===== config.mk =====
export PLATFORM = sky130hd
export DESIGN_NAME = sem_mag
export DESIGN_NICKNAME = d
export VERILOG_FILES = /design/src/hw/rtl/sobel_edge_magnitude_core_defines.svh /design/src/hw/rtl/sem_pkg.sv /design/src/hw/rtl/sem_mag.sv
export SDC_FILE = /design/constraint.sdc
export NUM_CORES = 1
export LEC_CHECK = 0
export ABC_CLOCK_PERIOD_IN_PS = 5850
export BUFFER_PORTS_ARGS = -buffer_cell sky130_fd_sc_hd__buf_2
export CAP_MARGIN = 20
export CORE_AREA = 4 4 193 195
export CTS_CLUSTER_DIAMETER = 50
export DETAILED_ROUTE_END_ITERATION = 10
export DIE_AREA = 0 0 197 199
export GPL_TIMING_DRIVEN = 1
export SLEW_MARGIN = 20
export SYNTH_ARGS = -nofsm -noshare
export SYNTH_HDL_FRONTEND = slang
export SYNTH_SLANG_ARGS = --single-unit

===== constraint.sdc =====
create_clock -name clk -period 5.85 [get_ports clk]
set_clock_uncertainty 0.2 [all_clocks]
set_input_delay 0.2925 -clock clk [delete_from_list [all_inputs] [get_ports clk]]
set_output_delay 0.2925 -clock clk [all_outputs]
set_load 0.01 [all_outputs]

===== src/hw/rtl/sobel_edge_magnitude_core_defines.svh =====
// Assertion macros used by the core's top-level RTL file.
// Define NO_ASSERTIONS to compile them out.
`ifndef SOBEL_EDGE_MAGNITUDE_CORE_DEFINES_SVH
`define SOBEL_EDGE_MAGNITUDE_CORE_DEFINES_SVH

`ifndef NO_ASSERTIONS

// ante holds -> cons holds in the same cycle
`define SEM_ASSERT_SAME(label, clk, rst, ante, cons, msg) \
  label: assert property (@(posedge clk) disable iff (rst) (ante) |-> (cons)) \
    else $error(msg);

// ante holds -> cons holds in the next cycle
`define SEM_ASSERT_NEXT(label, clk, rst, ante, cons, msg) \
  label: assert property (@(posedge clk) disable iff (rst) (ante) |=> (cons)) \
    else $error(msg);

`else

`define SEM_ASSERT_SAME(label, clk, rst, ante, cons, msg)
`define SEM_ASSERT_NEXT(label, clk, rst, ante, cons, msg)

`endif

`endif


===== src/hw/rtl/sem_pkg.sv =====
`default_nettype none

package sem_pkg;

  // Fixed field widths
  localparam int ChanW        = 8;
  localparam int FrameWidthW  = 11;
  localparam int FrameHeightW = 13;
  localparam int CfgIndexW    = 2;
  localparam int CfgDataW     = 13;
  localparam int GradW        = 11;   // |gx|, |gy| <= 1020
  localparam int SqW          = 22;   // gx^2 + gy^2 <= 2^21
  localparam int QuotW        = 13;   // row index < 8191
  localparam int TapW         = 4;
  localparam int RootNumW     = 16;
  localparam int RootW        = 17;

  typedef struct packed {
    logic             command;
    logic [ChanW-1:0] in_red;
    logic [ChanW-1:0] in_green;
    logic [ChanW-1:0] in_blue;
  } item_t;

  typedef struct packed {
    logic [ChanW-1:0] out_red;
    logic [ChanW-1:0] out_green;
    logic [ChanW-1:0] out_blue;
    logic             frame_last;
  } result_t;

  localparam logic CMD_PIXEL = 1'b0;
  localparam logic CMD_FLUSH = 1'b1;

  localparam logic [CfgIndexW-1:0] CFG_FRAME_WIDTH  = 2'd0;
  localparam logic [CfgIndexW-1:0] CFG_FRAME_HEIGHT = 2'd1;

  localparam logic [FrameWidthW-1:0]  FRAME_WIDTH_RESET  = 11'd1024;
  localparam logic [FrameHeightW-1:0] FRAME_HEIGHT_RESET = 13'd1;

  // Above this sum of squares the rounded root is 256 or more
  localparam logic [SqW-1:0]   SAT_LIMIT = 22'd65280;
  localparam logic [ChanW-1:0] SAT_MAX   = 8'd255;

  localparam logic [TapW-1:0] TAP_LAST  = 4'd8;
  localparam logic [3:0]      DIV_LAST  = 4'd12;
  localparam logic [2:0]      ROOT_LAST = 3'd7;
  localparam logic [RootNumW-1:0] ROOT_PROBE_INIT = 16'h4000;

  typedef enum logic [2:0] {
    TOP_IDLE,
    TOP_DIV,
    TOP_READ,
    TOP_DRAIN,
    TOP_START,
    TOP_MAG,
    TOP_OUT
  } top_state_t;

  typedef enum logic [2:0] {
    MAG_IDLE,
    MAG_SQX,
    MAG_SQY,
    MAG_CHECK,
    MAG_ROOT,
    MAG_ROUND,
    MAG_DONE
  } mag_state_t;

  // Window row / column of a tap, 0..2, raster order
  function automatic logic [1:0] tap_row(input logic [TapW-1:0] tap);
    logic [1:0] r;
    case (tap)
      4'd0, 4'd1, 4'd2: r = 2'd0;
      4'd3, 4'd4, 4'd5: r = 2'd1;
      default:          r = 2'd2;
    endcase
    return r;
  endfunction

  function automatic logic [1:0] tap_col(input logic [TapW-1:0] tap);
    logic [1:0] c;
    case (tap)
      4'd0, 4'd3, 4'd6: c = 2'd0;
      4'd1, 4'd4, 4'd7: c = 2'd1;
      default:          c = 2'd2;
    endcase
    return c;
  endfunction

  function automatic logic signed [2:0] kern_x(input logic [TapW-1:0] tap);
    logic signed [2:0] k;
    case (tap)
      4'd0, 4'd6: k = -3'sd1;
      4'd2, 4'd8: k = 3'sd1;
      4'd3:       k = -3'sd2;
      4'd5:       k = 3'sd2;
      default:    k = 3'sd0;
    endcase
    return k;
  endfunction

  function automatic logic signed [2:0] kern_y(input logic [TapW-1:0] tap);
    logic signed [2:0] k;
    case (tap)
      4'd0, 4'd2: k = -3'sd1;
      4'd1:       k = -3'sd2;
      4'd6, 4'd8: k = 3'sd1;
      4'd7:       k = 3'sd2;
      default:    k = 3'sd0;
    endcase
    return k;
  endfunction

  // v * k for k in -2..2, shifts only
  function automatic logic signed [GradW-1:0] weigh(input logic [ChanW-1:0] v,
                                                    input logic signed [2:0] k);
    logic signed [GradW-1:0] e;
    logic signed [GradW-1:0] w;
    e = signed'(GradW'(v));
    case (k)
      -3'sd2:  w = -(e <<< 1);
      -3'sd1:  w = -e;
      3'sd1:   w = e;
      3'sd2:   w = e <<< 1;
      default: w = '0;
    endcase
    return w;
  endfunction

endpackage

`default_nettype wire


===== src/hw/rtl/sem_mag.sv =====
`default_nettype none

// round(sqrt(gx^2 + gy^2)) saturated at 255; fixed latency, bit-pair root.
module sem_mag (
  input  logic                                clk,
  input  logic                                rst,
  input  logic                                start,
  input  logic signed [sem_pkg::GradW-1:0]    gx,
  input  logic signed [sem_pkg::GradW-1:0]    gy,
  output logic                                done,
  output logic [sem_pkg::ChanW-1:0]           mag
);

  sem_pkg::mag_state_t state, state_next;

  logic signed [sem_pkg::GradW-1:0] gx_q;
  logic signed [sem_pkg::GradW-1:0] gy_q;
  logic signed [sem_pkg::SqW-1:0]   gx_wide;
  logic signed [sem_pkg::SqW-1:0]   gy_wide;
  logic [sem_pkg::SqW-1:0]          sq;
  logic                             sat;
  logic [sem_pkg::RootNumW-1:0]     num;
  logic [sem_pkg::RootW-1:0]        root;
  logic [sem_pkg::RootNumW-1:0]     probe;
  logic [sem_pkg::RootW-1:0]        trial;
  logic [2:0]                       cnt;
  logic [sem_pkg::ChanW-1:0]        mag_q;

  assign gx_wide = sem_pkg::SqW'(gx_q);
  assign gy_wide = sem_pkg::SqW'(gy_q);
  assign trial   = root + sem_pkg::RootW'(probe);
  assign mag     = mag_q;

  always_ff @(posedge clk) begin
    if (rst) begin
      state <= sem_pkg::MAG_IDLE;
    end else begin
      state <= state_next;
    end
  end

  always_comb begin
    state_next = state;
    done       = 1'b0;
    case (state)
      sem_pkg::MAG_IDLE: begin
        if (start) begin
          state_next = sem_pkg::MAG_SQX;
        end
      end
      sem_pkg::MAG_SQX:   state_next = sem_pkg::MAG_SQY;
      sem_pkg::MAG_SQY:   state_next = sem_pkg::MAG_CHECK;
      sem_pkg::MAG_CHECK: state_next = sem_pkg::MAG_ROOT;
      sem_pkg::MAG_ROOT: begin
        if (cnt == sem_pkg::ROOT_LAST) begin
          state_next = sem_pkg::MAG_ROUND;
        end
      end
      sem_pkg::MAG_ROUND: state_next = sem_pkg::MAG_DONE;
      sem_pkg::MAG_DONE: begin
        done       = 1'b1;
        state_next = sem_pkg::MAG_IDLE;
      end
      default: state_next = sem_pkg::MAG_IDLE;
    endcase
  end

  always_ff @(posedge clk) begin
    case (state)
      sem_pkg::MAG_IDLE: begin
        if (start) begin
          gx_q <= gx;
          gy_q <= gy;
        end
      end
      sem_pkg::MAG_SQX: begin
        sq <= unsigned'(gx_wide * gx_wide);
      end
      sem_pkg::MAG_SQY: begin
        sq <= sq + unsigned'(gy_wide * gy_wide);
      end
      sem_pkg::MAG_CHECK: begin
        sat   <= (sq > sem_pkg::SAT_LIMIT);
        num   <= sq[sem_pkg::RootNumW-1:0];
        root  <= '0;
        probe <= sem_pkg::ROOT_PROBE_INIT;
        cnt   <= '0;
      end
      sem_pkg::MAG_ROOT: begin
        if (sem_pkg::RootW'(num) >= trial) begin
          num  <= num - trial[sem_pkg::RootNumW-1:0];
          root <= (root >> 1) + sem_pkg::RootW'(probe);
        end else begin
          root <= root >> 1;
        end
        probe <= probe >> 2;
        cnt   <= cnt + 3'd1;
      end
      sem_pkg::MAG_ROUND: begin
        // num now holds sq - root^2
        if (sat) begin
          mag_q <= sem_pkg::SAT_MAX;
        end else if (sem_pkg::RootW'(num) > root) begin
          mag_q <= sem_pkg::ChanW'(root + sem_pkg::RootW'(1));
        end else begin
          mag_q <= sem_pkg::ChanW'(root);
        end
      end
      default: begin
      end
    endcase
  end

endmodule

`default_nettype wire

==> impl_metrics.csv, run 1 <==
group,metric,value,unit
drt,avgRoutedWirePerCell,15.1,um
floorplanning,ioPinCount,34,
synthesis,synth.top_cells.by_area,"fa_1, edfxtp_1, ha_1",
sta,maxSlewViolCount,0,
synthesis,synth_cell_types,59,
drt,drtIter0Drc,534,
setup_path,path_cells,"buf_4 > and2_1 > xnor2_1 > ha_1 > fa_1 > fa_1 > fa_1 > inv_1 > fa_1 > inv_1 > ha_1 > nand2_1 > o21ai_0 > o41ai_2 > nand3_1 > a31oi_1 > xor2_1 > o211ai_1",
sta,setup_viol,0,
setup_path,critPathKind,"flop to flop",
sta,slew_headroom,41.3,%
setup_path,crit_arrival,5.53,ns
synthesis,yosys.area.top_type,"fa_1",
finish,regArea,2970,sq um
finish,stdcell_count,2226,
drt,dr_total_vias,11371,
global_route,antenna_found_initial,0,
synthesis,synth_edf_count,97,
clocking,htree_levels,3,
floorplanning,coreArea,35400,sq um
drt,wirelength,33600,um
placed_design,placedCellCount,2170,
setup_path,cp_common_cell,"fa_1",
synthesis,ys_ff_latch,100,
finish,nets,2173,
sta,min_period,5.61,ns
global_route,grt_pass1_vias,12336,
clocking,path_clk_slew,0.08,ns
drt,drc,0,
sta,post-route-period-util,95.8,%
synthesis,avgSynthCellArea,9.31,sq um
floorplanning,rows,69,
setup_path,cp_slowest_cell,"fa_1",
drt,drtAntennaViolNets,0,
global_route,grt_pass1_wl,58100,um
status,outcome,"complete, no violations",
sta,hold_viol,0,
finish,antennaDiodeCount,0,
setup_path,cp_data_required_time,5.77,ns
clocking,numCtsBuffers,9,
global_route,grt_max_degree,52,
placed_design,gp_congestion,0.875,
finish,area_growth,11.1,%
min_path,min_path_type,"primary input to flop",
floorplanning,die-area,39200,sq um
clocking,ctsRootBufferMaster,"clkbuf_16",
sta,worst_pin_slew,0.880,ns
clocking,cts.sinks,100,
sta,fmax,178,MHz
setup_path,end_kind,"flop",
finish,layout_commonest_cell,"inv_1",
setup_path,critPathMaxFanout,6,
synthesis,synthCells,1669,
finish,fillers,3400,
synthesis,ys_async_sr_fraction,0,%
clocking,clock_path_buffers,2,
run,drv_cap,0,
global_route,grt-ovfl-total,0,
setup_path,cpPeakStageDelay,0.55,ns
clocking,cts_tree,"yes",
synthesis,synth_nets,2082,
drt,dr.pass1.iters,5,
finish,layout_common_cells,"inv_1, fa_1, ha_1",
floorplanning,start_util,43.9,%
drt,viasPerCell,5.11,
finish,drive_gt1_share,8.90,%
floorplanning,die_x,197,um
clocking,clk_latency,0.38,ns
global_route,grt_usage,18.3,%
floorplanning,die_h,199,um
synthesis,yosysWarnings,0,
synthesis,synth_top_area_share,28.7,%
placed_design,dp_hpwl,28100,um
setup_path,startpoint_type,"flop",
synthesis,ys_seq_area_share,19.1,%
synthesis,synth_ff_type,"edfxtp_1",
placed_design,io_buffers,33,
synthesis,synth.cell_area,15500,sq um
finish,multi_input_area,11000,sq um
logic make-up (layout without fill, tap and decap cells):
family	Yosys count	after routing	share of synthesized area, %
AOI/OAI and AO/OA	241	241	9.82
xor gates and xnor gates	82	82	4.89
adders and majority gates	388	388	42.0
buffers and inverters	440	536	10.7
DFF	100	100	19.1
muxes	17	17	1.14
and+or+nand+nor	401	401	12.4
metrics by stage:
stage                     TNS (ns)  setup WS, ns  cell area [sq um]  util, %  hold WS [ns]
after detailed placement         0         0.119              16500     46.7         0.271
after global placement           0         0.169              16500     46.7         0.270
after global routing       -0.0628       -0.0345              17300     48.8         0.177
after CTS                        0        0.0849              17100     48.2        0.0898
after floorplan                  0         0.118              15500        -         0.162
final                            0         0.244              17300     48.8         0.106
cells in the mapped netlist, types with 21 or more instances:
| cell type | instances |
|---|---|
| inv_1 | 394 |
| fa_1 | 223 |
| ha_1 | 165 |
| nand2_1 | 148 |
| edfxtp_1 | 97 |
| nor2_1 | 79 |
| a21oi_1 | 73 |
| xnor2_1 | 52 |
| and2_1 | 51 |
| o21ai_0 | 47 |
| clkbuf_1 | 42 |
| xor2_1 | 27 |
| nor2b_1 | 21 |
per-layer routing:
layer | global-route usage, % | routed length, um | up-vias
li1 | - | - | 5520
met1 | 22.6 | 14300 | 5675
met2 | 33.6 | 17800 | 130
met3 | 1.96 | 694 | 46
met4 | 5.44 | 766 | 0
met5 | 0 | 0 | -
registers in the layout, indices dropped and copies added (netlist names):
| register | count |
|---|---|
| gx_q | 11 |
| mag | 8 |
| gy_q | 11 |
| sat | 1 |
| sq | 22 |
| root | 17 |
| cnt | 3 |
| num | 16 |
| state | 3 |
| probe | 8 |
critical path: cells and delay by family (launching register included):
family,cells,cell delay (ns)
AO/OA/AOI/OAI,4,0.82
XOR/XNOR,2,0.32
adder cells (fa/ha/maj),6,2.75
buffers and inverters,3,0.29
flip-flops,1,0.49
AND/OR/NAND/NOR,3,0.48
area by class of cell:
type | instances | area share [%]
Clock inverter | 6 | 0.304
Sequential cell | 100 | 17.2
Multi-Input combinational cell | 1129 | 63.8
Timing Repair Buffer | 126 | 5.39
Clock buffer | 10 | 1.38
Inverter | 394 | 8.56
Tap cell | 461 | 3.34
timing repair:
| action | 4_1_cts | 5_1_grt |
|---|---|---|
| buffers inserted | 0 | 17 |
| setup endpoints to repair | 0 | 7 |
| hold buffers | 23 | 0 |
| gates resized for setup | 0 | 27 |
| hold endpoints to repair | 25 | 0 |
path summary, 6_finish.rpt:
check / from / to / slack [ns] / depth (start not counted)
hold reg to reg: cnt[0] / cnt[0] / 0.37 / 1
setup reg to reg: gx_q[3] / sq[18] / 0.24 / 18
hold / removal: start / state[0] / 0.11 / 5
setup / recovery: gx_q[3] / sq[18] / 0.24 / 18
Power of run 1 is not shown: default switching activity piles up to over one toggle a cycle in this logic, so the estimate is an artifact.
==> run 2, diff against run 1 <==
CORE_AREA = 4 4 166 168   (was 4 4 193 195)
DIE_AREA = 0 0 170 172   (was 0 0 197 199)
PLACE_DENSITY = 0.82   (was default)
==> impl_metrics.csv, run 2 (same netlist as run 1, synthesis figures left out) <==
group,metric,value,unit
status,outcome,"complete, no violations",
floorplanning,die-area,29200,sq um
setup_path,critPathKind,"flop to flop",
drt,viasPerCell,5.64,
sta,hold_viol,0,
placed_design,gp_congestion,0.916,
setup_path,startpoint_type,"flop",
finish,regMostFlops,"sq",
finish,regArea,2970,sq um
sta,fmax,174,MHz
global_route,grt_max_degree,37,
setup_path,crit_cells,19,
clocking,cts_tree,"yes",
finish,nets,2170,
setup_path,path_buf_inv,5,
setup_path,critPathTopFamily,"adder cells",
drt,top_layer_used,"met4",
floorplanning,coreArea,25900,sq um
finish,layout_commonest_cell,"inv_1",
clocking,numCtsBuffers,9,
setup_path,rrSetupSlack,0.1,ns
finish,drive_gt1_share,8.34,%
drt,dr.pass1.iters,5,
sta,setup_viol,0,
clocking,ctsRootBufferMaster,"clkbuf_16",
finish,antennaDiodeCount,0,
global_route,antenna_found_initial,0,
drt,wl_met3,1690,um
setup_path,critical_path.startpoint,"gx_q[4]",
sta,maxSlewViolCount,0,
setup_path,cp_slowest_cell,"fa_1",
setup_path,rr_startpoint,"gx_q[4]",
drt,wl_met2,18500,um
sta,worst_pin_slew,0.891,ns
setup_path,end_kind,"flop",
floorplanning,die_h,172,um
drt,wirelength,34200,um
finish,largest_reg_flops,22,
finish,fillers,1996,
finish,layout_common_cells,"inv_1, fa_1, ha_1",
sta,slew_headroom,40.6,%
global_route,grt-ovfl-total,0,
floorplanning,rows,59,
floorplanning,start_util,60.0,%
drt,drc,0,
sta,min_period,5.75,ns
global_route,grt_usage,24.3,%
setup_path,critPathMaxFanout,7,
drt,met1Wirelength,13100,um
clocking,clk_latency,0.38,ns
setup_path,cp_common_cell,"fa_1",
floorplanning,ioPinCount,34,
placed_design,io_buffers,33,
drt,avgRoutedWirePerCell,16.3,um
placed_design,dp_hpwl,27500,um
setup_path,reg2regPathDepth,19,
clocking,path_clk_slew,0.08,ns
finish,multi_input_area,11000,sq um
clocking,clock_path_buffers,2,
setup_path,cpPeakStageDelay,0.54,ns
placed_design,placedCellCount,2036,
setup_path,crit_arrival,5.68,ns
setup_path,setup.worst_path.end,"sq[15]",
clocking,cts.sinks,100,
min_path,min_path_type,"primary input to flop",
finish,area_growth,10.0,%
drt,drtIter0Drc,775,
finish,top_regs,"sq x22, root x17, num x16",
drt,dr_total_vias,11827,
run,drv_cap,0,
setup_path,cp_data_required_time,5.78,ns
global_route,grt_pass1_vias,12445,
sta,post-route-period-util,98.3,%
floorplanning,die_x,170,um
setup_path,path_cells,"buf_4 > nand2_1 > fa_1 > fa_1 > inv_1 > fa_1 > fa_1 > inv_1 > fa_1 > inv_1 > ha_1 > and3_1 > o21ai_1 > o311ai_2 > buf_4 > a31oi_1 > xor2_1 > nor2_1 > a31o_2",
global_route,grt_pass1_wl,57800,um
sta,rsz0062_at_grt,"true",
drt,drtAntennaViolNets,0,
finish,stdcell_count,2097,
clocking,htree_levels,3,
setup_path,reg2reg_to,"sq[15]",
run 2: through the flow:
step	util [%]	worst slack, ns	hold slack, ns	setup TNS (ns)	area (sq um)
floorplan	-	0.118	0.162	0	15500
global placement	63.0	0.222	0.270	0	16300
detailed placement	63.0	0.0906	0.271	0	16300
CTS	65.1	0.0474	0.114	0	16900
global route	66.0	-0.204	0.203	-0.459	17100
finish	66.0	0.0980	0.179	0	17100
run 2: final cells by class:
type | count | area share (%)
clock buffers | 9 | 1.32
clock inverters | 7 | 0.549
inverters | 394 | 8.65
multi-input cells | 1129 | 64.4
flip-flops and latches | 100 | 17.4
well taps | 335 | 2.45
repair buffers | 123 | 5.28
run 2: repair_timing:
item                                    CTS  global route
hold buffers                             23             0
setup buffers                             0            22
hold endpoints to repair                 25             0
endpoints found under the setup margin    0             7
gates resized for setup                   0            19
run 2: worst min-delay path: stages:
cell	delay (ns)
buf_2	0.09
nor2_1	0.04
nor2_1	0.11
a21oi_1	0.06
nor3_1	0.11
run 2: how the worst min path moves through the flow:
stage               start  endpoint  slack [ns]  cells past startpoint
global placement    gy[3]   gy_q[3]        0.27                      1
detailed placement  gy[2]   gy_q[2]        0.27                      1
floorplan             rst  state[1]        0.16                      1
finish              start  state[0]        0.18                      5
global route        start  state[0]        0.20                      5
CTS                 start  state[0]        0.11                      5
run 2: per-layer routing:
metal  vias up  GRT usage [%]
li1       5517              -
met1      5867           29.9
met5         -              0
met4         0           7.92
met3        78           2.58
met2       365           45.1
Power of run 2 is left out for the same reason.
==> run 3, diff against run 2 <==
RECOVER_POWER = 100   (was default)
==> impl_metrics.csv, run 3 (same netlist as run 1, synthesis figures left out) <==
group,metric,value,unit
sta,setup_viol,0,
setup_path,reg2reg_to,"sq[15]",
global_route,grt_usage,24.3,%
min_path,hold_end,"state[0]",
global_route,antenna_found_initial,0,
setup_path,critPathMaxFanout,7,
drt,drtAntennaViolNets,0,
global_route,grt_pass1_vias,12445,
drt,drtIter0Drc,785,
min_path,min_path_cells,5,
drt,viasPerCell,5.66,
placed_design,io_buffers,33,
sta,maxSlewViolCount,23,
global_route,grt_max_degree,37,
setup_path,rr_startpoint,"gx_q[4]",
clocking,path_clk_slew,0.08,ns
floorplanning,ioPinCount,34,
drt,drc,0,
floorplanning,start_util,60.0,%
sta,fmax,174,MHz
sta,hold_viol,0,
finish,antennaDiodeCount,0,
setup_path,critPathKind,"flop to flop",
min_path,min_from,"start",
floorplanning,die_x,170,um
finish,area_growth,9.69,%
finish,layout_commonest_cell,"inv_1",
clocking,ctsRootBufferMaster,"clkbuf_16",
global_route,grt-ovfl-total,0,
placed_design,pre_cts_slack,0.0906,ns
status,violations,"max-capacitance violations, max-slew violations",
run,drv_cap,1,
finish,layout_common_cells,"inv_1, fa_1, ha_1",
floorplanning,die-area,29200,sq um
global_route,grt_pass1_wl,57800,um
finish,largest_reg_flops,22,
drt,wirelength,34200,um
drt,dr.pass1.iters,5,
setup_path,end_kind,"flop",
min_path,min_path_type,"primary input to flop",
finish,top_regs,"sq x22, root x17, num x16",
setup_path,cp_data_required_time,5.78,ns
sta,slew_headroom,-3.66,%
sta,post-route-period-util,98.3,%
sta,worst_pin_slew,1.55,ns
setup_path,crit_arrival,5.68,ns
floorplanning,rows,59,
finish,drive_gt1_share,7.15,%
setup_path,reg2regPathDepth,19,
status,outcome,"finished, violations left",
finish,regMostFlops,"sq",
sta,rsz0062_at_grt,"true",
clocking,clk_latency,0.38,ns
clocking,clock_path_buffers,2,
clocking,htree_levels,3,
finish,nets,2170,
clocking,numCtsBuffers,9,
clocking,cts_tree,"yes",
drt,dr_total_vias,11859,
sta,fin_ws,0.0969,ns
clocking,cts.sinks,100,
placed_design,gp_congestion,0.916,
drt,avgRoutedWirePerCell,16.3,um
floorplanning,die_h,172,um
placed_design,dp_hpwl,27500,um
floorplanning,coreArea,25900,sq um
sta,min_period,5.75,ns
setup_path,startpoint_type,"flop",
setup_path,rrSetupSlack,0.1,ns
run 3: changes by cell type in the layout (fill, tap and decap cells not counted), sizes merged:
cell    change
buf        -20
clkbuf     +20
run 3: critical path, cell delays in order (launching register included):
cell	delay (ns)
edfxtp_1	0.51
buf_4	0.22
nand2_1	0.13
fa_1	0.45
fa_1	0.50
inv_1	0.06
fa_1	0.50
fa_1	0.54
inv_1	0.05
fa_1	0.53
inv_1	0.04
ha_1	0.34
and3_1	0.23
o21ai_1	0.16
o311ai_2	0.17
buf_4	0.19
a31oi_1	0.22
xor2_1	0.20
nor2_1	0.06
a31o_2	0.22
run 3: through the flow:
| step | instance area (sq um) | instances | utilization, % | setup TNS, ns | hold WS (ns) |
|---|---|---|---|---|---|
| 6_report | 17000 | 2097 | 65.8 | 0 | 0.188 |
| 5_1_grt | 17000 | 2097 | 65.8 | -0.459 | 0.203 |
| 4_1_cts | 16900 | 2075 | 65.1 | 0 | 0.114 |
| 3_5_place_dp | 16300 | 2036 | 63.0 | 0 | 0.271 |
| 3_3_place_gp | 16300 | 2036 | 63.0 | 0 | 0.270 |
| 2_1_floorplan | 15500 | 1669 | - | 0 | 0.162 |
run 3: layer usage:
| metal | vias to the layer above | share of wire [%] | global-route usage, % |
|---|---|---|---|
| li1 | 5515 | - | - |
| met5 | - | 0 | 0 |
| met3 | 87 | 5.0 | 2.58 |
| met1 | 5899 | 38 | 29.9 |
| met4 | 0 | 3.0 | 7.92 |
| met2 | 358 | 54 | 45.1 |
run 3: area by class of cell:
cell class / instances / area, sq um
Multi-Input combinational cell: 1129 / 11000
Fill cell: 2014 / 8860
Sequential cell: 100 / 2970
Inverter: 394 / 1480
Timing Repair Buffer: 123 / 858
Tap cell: 335 / 419
Clock buffer: 9 / 225
Clock inverter: 7 / 93.8
run 3: worst max-delay path by stage:
| stage | slack (ns) | to | startpoint |
|---|---|---|---|
| 2_1_floorplan | 0.12 | sq[21] | gx_q[10] |
| 3_3_place_gp | 0.22 | sq[18] | gx_q[9] |
| 3_5_place_dp | 0.09 | sq[21] | gx_q[10] |
| 4_1_cts | 0.05 | sq[21] | gx_q[3] |
| 5_1_grt | -0.20 | sq[15] | gx_q[5] |
| 6_report | 0.1 | sq[15] | gx_q[4] |
run 3: what timing repair did:
action | 4_1_cts | 5_1_grt
gates resized for setup | 0 | 19
setup endpoints to repair | 0 | 7
hold buffers | 23 | 0
buffers inserted | 0 | 22
hold endpoints to repair | 25 | 0
Power of run 3 is left out for the same reason.
